`config.mk`:
```
export PLATFORM = sky130hd
export DESIGN_NAME = frame_deframer_crc16
export DESIGN_NICKNAME = d
export VERILOG_FILES = /design/src/rtl/fdc_pkg.sv /design/src/rtl/fdc_rx_fsm.sv /design/src/rtl/frame_deframer_crc16.sv
export SDC_FILE = /design/constraint.sdc
export NUM_CORES = 1
export LEC_CHECK = 0
export BUFFER_PORTS_ARGS = -buffer_cell sky130_fd_sc_hd__buf_4
export CORE_ASPECT_RATIO = 0.9
export CORE_MARGIN = 8
export CORE_UTILIZATION = 35
export CTS_BUF_LIST = sky130_fd_sc_hd__clkbuf_4
export CTS_CLUSTER_SIZE = 28
export DETAILED_ROUTE_END_ITERATION = 8
export GPL_TIMING_DRIVEN = 0
export PLACE_DENSITY = 0.58
export SLEW_MARGIN = 20
export SYNTH_ARGS = -nofsm -noshare
export SYNTH_HDL_FRONTEND = slang
export SYNTH_SLANG_ARGS = --single-unit
```
`constraint.sdc`:
```
create_clock -name clk -period 4.3 [get_ports clk]
set_input_delay 0.215 -clock clk [delete_from_list [all_inputs] [get_ports clk]]
set_output_delay 0.215 -clock clk [all_outputs]
set_load 0.03 [all_outputs]
```
`src/rtl/fdc_pkg.sv`:
```
// ----------------------------------------------------------------------------
// fdc_pkg
// Types, codes and the byte-wide CRC16-XMODEM update for the frame deframer.
// ----------------------------------------------------------------------------
package fdc_pkg;

  localparam logic [7:0]  StartByteRst = 8'hA5;
  localparam logic [15:0] CrcPoly      = 16'h1021;

  typedef enum logic [5:0] {
    PH_HUNT    = 6'b000001,
    PH_LEN_LO  = 6'b000010,
    PH_LEN_HI  = 6'b000100,
    PH_PAYLOAD = 6'b001000,
    PH_CRC_LO  = 6'b010000,
    PH_CRC_HI  = 6'b100000
  } phase_t;

  typedef struct packed {
    logic        payload_valid;
    logic [7:0]  payload_byte;
    logic [9:0]  payload_index;
    logic        length_rejected;
    logic        frame_done;
    logic        frame_good;
    logic [10:0] frame_length;
  } res_t;

  // MSB-first, no reflection, no final xor
  function automatic logic [15:0] crc_byte(input logic [15:0] crc, input logic [7:0] data);
    logic [15:0] c;
    c = crc ^ {data, 8'h00};
    for (int i = 0; i < 8; i++) begin
      if (c[15]) begin
        c = {c[14:0], 1'b0} ^ CrcPoly;
      end else begin
        c = {c[14:0], 1'b0};
      end
    end
    return c;
  endfunction

endpackage

```
`src/rtl/fdc_rx_fsm.sv`:
```
// ----------------------------------------------------------------------------
// fdc_rx_fsm
// Receiver state machine: hunt, length, payload, CRC; running CRC per byte.
// ----------------------------------------------------------------------------
module fdc_rx_fsm #(
  parameter int MAX_PAYLOAD = 1024
) (
  input  logic          clk,
  input  logic          rst_n,
  input  logic          step,
  input  logic [7:0]    rx_data,
  input  logic [7:0]    start_byte,
  output fdc_pkg::res_t res
);

  localparam int          CntW   = (MAX_PAYLOAD < 2) ? 1 : $clog2(MAX_PAYLOAD + 1);
  localparam logic [15:0] MaxLen = 16'(MAX_PAYLOAD);

  fdc_pkg::phase_t phase_r, phase_nxt;
  logic [15:0]     len_r, len_nxt;
  logic [CntW-1:0] cnt_r, cnt_nxt;
  logic [15:0]     crc_r, crc_nxt;
  logic [7:0]      crclo_r, crclo_nxt;

  logic [15:0]     crc_upd;
  logic [15:0]     len_full;
  logic [CntW-1:0] cnt_inc;
  logic [15:0]     cnt_wide;

  assign crc_upd  = fdc_pkg::crc_byte(crc_r, rx_data);
  assign len_full = {rx_data, len_r[7:0]};
  assign cnt_inc  = cnt_r + CntW'(1);
  assign cnt_wide = 16'(cnt_r);

  always_comb begin
    phase_nxt = phase_r;
    len_nxt   = len_r;
    cnt_nxt   = cnt_r;
    crc_nxt   = crc_r;
    crclo_nxt = crclo_r;
    res       = '0;
    unique case (phase_r)
      fdc_pkg::PH_HUNT: begin
        if (rx_data == start_byte) begin
          crc_nxt   = '0;
          phase_nxt = fdc_pkg::PH_LEN_LO;
        end
      end
      fdc_pkg::PH_LEN_LO: begin
        len_nxt   = {8'h00, rx_data};
        crc_nxt   = crc_upd;
        phase_nxt = fdc_pkg::PH_LEN_HI;
      end
      fdc_pkg::PH_LEN_HI: begin
        if (len_full > MaxLen) begin
          res.length_rejected = 1'b1;
          phase_nxt = fdc_pkg::PH_HUNT;
          len_nxt   = '0;
          cnt_nxt   = '0;
          crc_nxt   = '0;
          crclo_nxt = '0;
        end else begin
          len_nxt   = len_full;
          crc_nxt   = crc_upd;
          cnt_nxt   = '0;
          phase_nxt = (len_full != 16'h0000) ? fdc_pkg::PH_PAYLOAD : fdc_pkg::PH_CRC_LO;
        end
      end
      fdc_pkg::PH_PAYLOAD: begin
        res.payload_valid = 1'b1;
        res.payload_byte  = rx_data;
        res.payload_index = cnt_wide[9:0];
        crc_nxt = crc_upd;
        cnt_nxt = cnt_inc;
        if (16'(cnt_inc) >= len_r) begin
          phase_nxt = fdc_pkg::PH_CRC_LO;
        end
      end
      fdc_pkg::PH_CRC_LO: begin
        crclo_nxt = rx_data;
        phase_nxt = fdc_pkg::PH_CRC_HI;
      end
      fdc_pkg::PH_CRC_HI: begin
        res.frame_done   = 1'b1;
        res.frame_good   = ({rx_data, crclo_r} == crc_r);
        res.frame_length = len_r[10:0];
        phase_nxt = fdc_pkg::PH_HUNT;
        len_nxt   = '0;
        cnt_nxt   = '0;
        crc_nxt   = '0;
        crclo_nxt = '0;
      end
      default: begin
        phase_nxt = fdc_pkg::PH_HUNT;
        len_nxt   = '0;
        cnt_nxt   = '0;
        crc_nxt   = '0;
        crclo_nxt = '0;
      end
    endcase
  end

  always_ff @(posedge clk) begin
    if (!rst_n) begin
      phase_r <= fdc_pkg::PH_HUNT;
      len_r   <= '0;
      cnt_r   <= '0;
      crc_r   <= '0;
      crclo_r <= '0;
    end else if (step) begin
      phase_r <= phase_nxt;
      len_r   <= len_nxt;
      cnt_r   <= cnt_nxt;
      crc_r   <= crc_nxt;
      crclo_r <= crclo_nxt;
    end
  end

endmodule

```
`src/rtl/frame_deframer_crc16.sv`:
```
// ----------------------------------------------------------------------------
// frame_deframer_crc16
// Length-prefixed frame receiver with running CRC16-XMODEM check.
// ----------------------------------------------------------------------------
// Usage:
//   in_valid/in_stall carry one received byte per transfer (in_rx_data).
//   out_valid/out_stall carry exactly one result per input byte, in order:
//   payload byte and index, length reject, frame done/good and length.
//   cfg_valid/cfg_ready write the start byte; cfg_ready is always high.
//   Write it only while no bytes are in flight.
//   A taken byte passes two register stages in order: the input register,
//   then the result register, which drives the out_ ports.
//   Throughput: one byte per cycle while the output is not stalled; the CRC
//   byte update and the state step are combinational between the two registers.
//   Reset: receiver hunts for the start byte, start byte returns to 0xA5,
//   both stages empty.
//   Out stall: the result register holds; the input register holds its byte
//   and in_stall rises once both stages are full.
// ----------------------------------------------------------------------------
module frame_deframer_crc16 #(
  parameter int MAX_PAYLOAD = 1024
) (
  input  logic        clk,
  input  logic        rst_n,
  input  logic        in_valid,
  output logic        in_stall,
  input  logic [7:0]  in_rx_data,
  output logic        out_valid,
  input  logic        out_stall,
  output logic        out_payload_valid,
  output logic [7:0]  out_payload_byte,
  output logic [9:0]  out_payload_index,
  output logic        out_length_rejected,
  output logic        out_frame_done,
  output logic        out_frame_good,
  output logic [10:0] out_frame_length,
  input  logic        cfg_valid,
  output logic        cfg_ready,
  input  logic [7:0]  cfg_data
);

  logic          s1_valid_r;
  logic [7:0]    s1_data_r;
  logic          out_valid_r;
  fdc_pkg::res_t res_r;
  fdc_pkg::res_t res_nxt;
  logic [7:0]    start_byte_r;
  logic          out_free;
  logic          step;

  assign out_free  = !out_valid_r || !out_stall;
  assign step      = s1_valid_r && out_free;
  assign in_stall  = s1_valid_r && !out_free;
  assign cfg_ready = 1'b1;

  fdc_rx_fsm #(
    .MAX_PAYLOAD(MAX_PAYLOAD)
  ) u_fsm (
    .clk       (clk),
    .rst_n     (rst_n),
    .step      (step),
    .rx_data   (s1_data_r),
    .start_byte(start_byte_r),
    .res       (res_nxt)
  );

  always_ff @(posedge clk) begin
    if (!rst_n) begin
      start_byte_r <= fdc_pkg::StartByteRst;
    end else if (cfg_valid && cfg_ready) begin
      start_byte_r <= cfg_data;
    end
  end

  always_ff @(posedge clk) begin
    if (!rst_n) begin
      s1_valid_r <= 1'b0;
    end else if (!in_stall) begin
      s1_valid_r <= in_valid;
    end
  end

  always_ff @(posedge clk) begin
    if (in_valid && !in_stall) begin
      s1_data_r <= in_rx_data;
    end
  end

  always_ff @(posedge clk) begin
    if (!rst_n) begin
      out_valid_r <= 1'b0;
    end else if (out_free) begin
      out_valid_r <= s1_valid_r;
    end
  end

  always_ff @(posedge clk) begin
    if (step) begin
      res_r <= res_nxt;
    end
  end

  assign out_valid           = out_valid_r;
  assign out_payload_valid   = res_r.payload_valid;
  assign out_payload_byte    = res_r.payload_byte;
  assign out_payload_index   = res_r.payload_index;
  assign out_length_rejected = res_r.length_rejected;
  assign out_frame_done      = res_r.frame_done;
  assign out_frame_good      = res_r.frame_good;
  assign out_frame_length    = res_r.frame_length;

`ifndef SYNTHESIS
  a_stall_only_when_full: assert property (@(posedge clk) disable iff (!rst_n)
    in_stall |-> (s1_valid_r && out_valid_r && out_stall))
    else $error("input stalled without a full pipeline");

  a_stage_advances: assert property (@(posedge clk) disable iff (!rst_n)
    step |=> out_valid_r)
    else $error("advanced byte did not reach the result register");

  a_good_needs_done: assert property (@(posedge clk) disable iff (!rst_n)
    (out_valid && out_frame_good) |-> out_frame_done)
    else $error("frame_good without frame_done");

  a_result_kinds_exclusive: assert property (@(posedge clk) disable iff (!rst_n)
    out_valid |-> $onehot0({out_payload_valid, out_length_rejected, out_frame_done}))
    else $error("more than one result kind in one transfer");
`endif

endmodule

```
==> results.json <==
{
  "status": "finished clean",
  "route.detailed.drc": 0,
  "synth_simple_gate_area_share_pct": 18.4,
  "postSynthCellCount": 485,
  "timing.critical_path.from_type": "flip-flop",
  "final_net_count": 601,
  "timing.final.hold_violations": 0,
  "async_flop_share_pct": 0,
  "die_w_um": 143,
  "wl_per_cell_um": 16.0,
  "path_max_fanout": 7,
  "detail_route.iter0.violations": 288,
  "clock_tree.htree_level_count": 3,
  "final-max-slew-violation-count": 0,
  "std_cell_rows": 42,
  "ir_drop_v": 0.000188,
  "dp_hpwl_um": 8910,
  "ios": 57,
  "setup.worst_path.class": "reg -> reg",
  "cpPeakStageDelay_ps": 490,
  "power.total_mw": 1.85,
  "post_synth_instance_area_um2": 5110,
  "postSynthAreaPerCell_um2": 10.5,
  "ys_dominant_reg_cell": "sky130_fd_sc_hd__dfxtp_1",
  "via_per_inst": 4.97,
  "portion_of_netlist_area_occupied_by_mux_cells_pct": 1.96,
  "die_h_um": 131,
  "synth_area_leader_cell": "sky130_fd_sc_hd__dfxtp_1",
  "cts_root_buffer": "sky130_fd_sc_hd__clkbuf_4",
  "cts_tree": "done",
  "synth_seq_area_share_pct": 50.4,
  "synthXorXnorAreaFrac_pct": 8.92,
  "cts_max_path_bufs": 2,
  "total_die_area_um2": 18700,
  "synthAdderAreaFrac_pct": 2.94,
  "placedInstanceArea_um2": 5770,
  "area_delta_synth_final_pct": 19.9,
  "edff_count_synth": 41,
  "final_clock_skew_ps": 22.9,
  "grt-ovfl-total": 0,
  "floorplan.core_area_um2": 14500,
  "gp_congestion": 0.845,
  "length_of_the_first_detailed_routing_pass_in_iterations": 5,
  "power_per_cell_area_nw_per_um2": 303,
  "max_freq_mhz": 314,
  "crit_top_cell": "sky130_fd_sc_hd__nor2_1",
  "worstMarginPinSlew_ps": 880,
  "period_minus_ws_final_ps": 3190,
  "relSlewSlack_pct": 40.7,
  "timing.critical_path.to_type": "flip-flop",
  "routed-via-count": 3840,
  "layout_cell_share_with_drive_strength_beyond_1_pct": 18.5,
  "grt_antenna_before_repair": 0,
  "synth-warning-count": 0,
  "ys_seq_elements": 108,
  "finalSetupTns_ps": 0,
  "clock-sinks": 108,
  "final_design_area_no_fill_um2": 6120,
  "synth.top_cell.area_share_pct": 26.3,
  "postRouteAntennaNets": 0,
  "arrival_ps": 3580,
  "finalSetupViolations": 0,
  "first_pass_grt_wire_length_um": 20200,
  "compound_cell_area_share_of_the_yosys_netlist_pct": 13.3,
  "leakage_nw": 2.39,
  "grtUsageTotal_pct": 13.9,
  "clock_edge_transition_at_the_registers_on_the_reported_setup_and_hold_paths_ps": 150,
  "worst-endpoint-required_ps": 4690,
  "hold_path.class": "in -> reg",
  "grt_start_max_net_pins": 42,
  "via_count_of_the_first_global_routing_pass": 3900,
  "place.port_buffers": 53,
  "effective_utilization_at_floorplan_pct": 35.2,
  "critPathSlowestCell": "sky130_fd_sc_hd__dfxtp_1",
  "final.fill_count": 1462,
  "postRouteWirelength_um": 12400,
  "post_synth_num_cell_types": 55,
  "synth_top_family_by_area": "simple AND/OR/NAND/NOR gates",
  "synth.net_count": 518,
  "rsz_0062_raised_after_global_routing": "no",
  "cts-resized-gates": 0,
  "clk_latency_ps": 500,
  "tritoncts.num_buffers": 9,
  "post_synth_main_area_contributors": "sky130_fd_sc_hd__dfxtp_1, sky130_fd_sc_hd__edfxtp_1, sky130_fd_sc_hd__xor2_1",
  "crit_path_cell_trace": "ha_1 -> and3_1 -> nand4_1 -> nor2_1 -> xor2_1 -> ha_1 -> inv_1 -> nor2_1 -> nor4_1 -> a31o_2 -> nor2_1 -> o221a_2",
  "max_cap_violation_count": 0,
  "period_share_pct": 74.1
}
==> per-stage QoR <==
stage | hold slack, ps | instances | util, % | setup WS [ps]
6_report | 159 | 772 | 42.2 | 1110
4_1_cts | 121 | 771 | 42.2 | 1170
2_1_floorplan | 314 | 485 | - | 1710
3_5_place_dp | 395 | 737 | 39.8 | 1230
3_3_place_gp | 395 | 736 | 39.7 | 1130
5_1_grt | 154 | 771 | 42.2 | 849
==> power by group <==
group	switching, mW	internal, mW
registers	0.0154	1.08
logic	0.101	0.0693
clock network	0.347	0.239
total	0.464	1.39
==> cells in the final DEF, fill, tap and decap left out, drive strengths merged, types with 11 or more instances in the layout <==
cell	count
edfxtp	41
and2	33
o2bb2ai	16
nand2	33
nor2	33
a21oi	11
inv	20
nand3	14
dfxtp	67
o21ai	16
and3	12
ha	12
xnor2	21
xor2	31
dlygate4sd3	18
a22oi	13
clkbuf	21
buf	68
==> logic make-up (layout without fill, tap and decap cells) <==
family | Yosys count | count (layout)
XOR/XNOR | 52 | 52
other | 1 | 2
multiplexers | 10 | 10
adder cells (fa/ha/maj) | 12 | 12
AND/OR/NAND/NOR | 172 | 172
buffers and inverters | 45 | 133
flip-flops | 108 | 108
AO/OA/AOI/OAI | 85 | 85
==> worst max-delay path, delay by kind of cell, from the launching register on <==
family	cells	cell delay, ps
AOI/OAI and AO/OA	2	550
buffers and inverters	1	70
adders and majority gates	2	550
xor gates and xnor gates	1	230
DFF	1	490
and+or+nand+nor	6	1190
==> registers in the layout, indices dropped and copies added, names as in the netlist <==
register,cells
out_frame_done,1
u_fsm.cnt_r,11
u_fsm.phase_r,6
u_fsm.crc_r,16
out_payload_valid,1
out_valid,1
u_fsm.len_r,16
s1_valid_r,1
out_payload_byte,8
out_frame_length,11
out_payload_index,10
u_fsm.crclo_r,8
start_byte_r,8
out_length_rejected,1
out_frame_good,1
s1_data_r,8
==> worst paths after layout <==
| path | start | to | slack [ps] | cells after the start |
|---|---|---|---|---|
| worst max-delay path | u_fsm.cnt_r[0] | u_fsm.phase_r[4] | 1110 | 12 |
| worst min-delay path | rst_n | u_fsm.phase_r[2] | 160 | 3 |
| worst max register to register | u_fsm.cnt_r[0] | u_fsm.phase_r[4] | 1110 | 12 |
| worst min register to register | u_fsm.crclo_r[5] | u_fsm.crclo_r[5] | 480 | 2 |
==> layout make-up <==
cell class	count	area (µm²)	share of cell area [%]
inverter	19	72.6	1.19
tap	198	248	4.05
clock buffer	9	67.6	1.10
clock inverter	7	97.6	1.59
buffer	26	135	2.21
multi-input combinational	332	2330	38.0
timing repair buffer	72	598	9.77
antenna	1	2.50	0.0409
sequential	108	2570	42.0
==> cells in the mapped netlist, types with 12 or more instances <==
cell type	n
sky130_fd_sc_hd__a22oi_1	13
sky130_fd_sc_hd__and3_1	12
sky130_fd_sc_hd__nor2_1	33
sky130_fd_sc_hd__dfxtp_1	67
sky130_fd_sc_hd__nand2_1	33
sky130_fd_sc_hd__xnor2_1	21
sky130_fd_sc_hd__xor2_1	31
sky130_fd_sc_hd__ha_1	12
sky130_fd_sc_hd__clkbuf_1	12
sky130_fd_sc_hd__edfxtp_1	41
sky130_fd_sc_hd__o21ai_0	16
sky130_fd_sc_hd__and2_1	33
sky130_fd_sc_hd__nand3_1	14
sky130_fd_sc_hd__inv_1	18
==> timing repair <==
item | 4_1_cts | 5_1_grt
hold endpoints to repair | 18 | 0
buffers inserted | 0 | 0
hold buffers | 18 | 0
==> per-layer routing <==
metal	share of wire [%]	up-vias	GRT usage [%]
li1	-	1885	-
met1	48	1814	18.5
met2	44	118	21.1
met3	6.7	23	4.36
met4	1.9	0	4.57
met5	0	-	0
No activity file was read; power rests on OpenSTA's default activity.
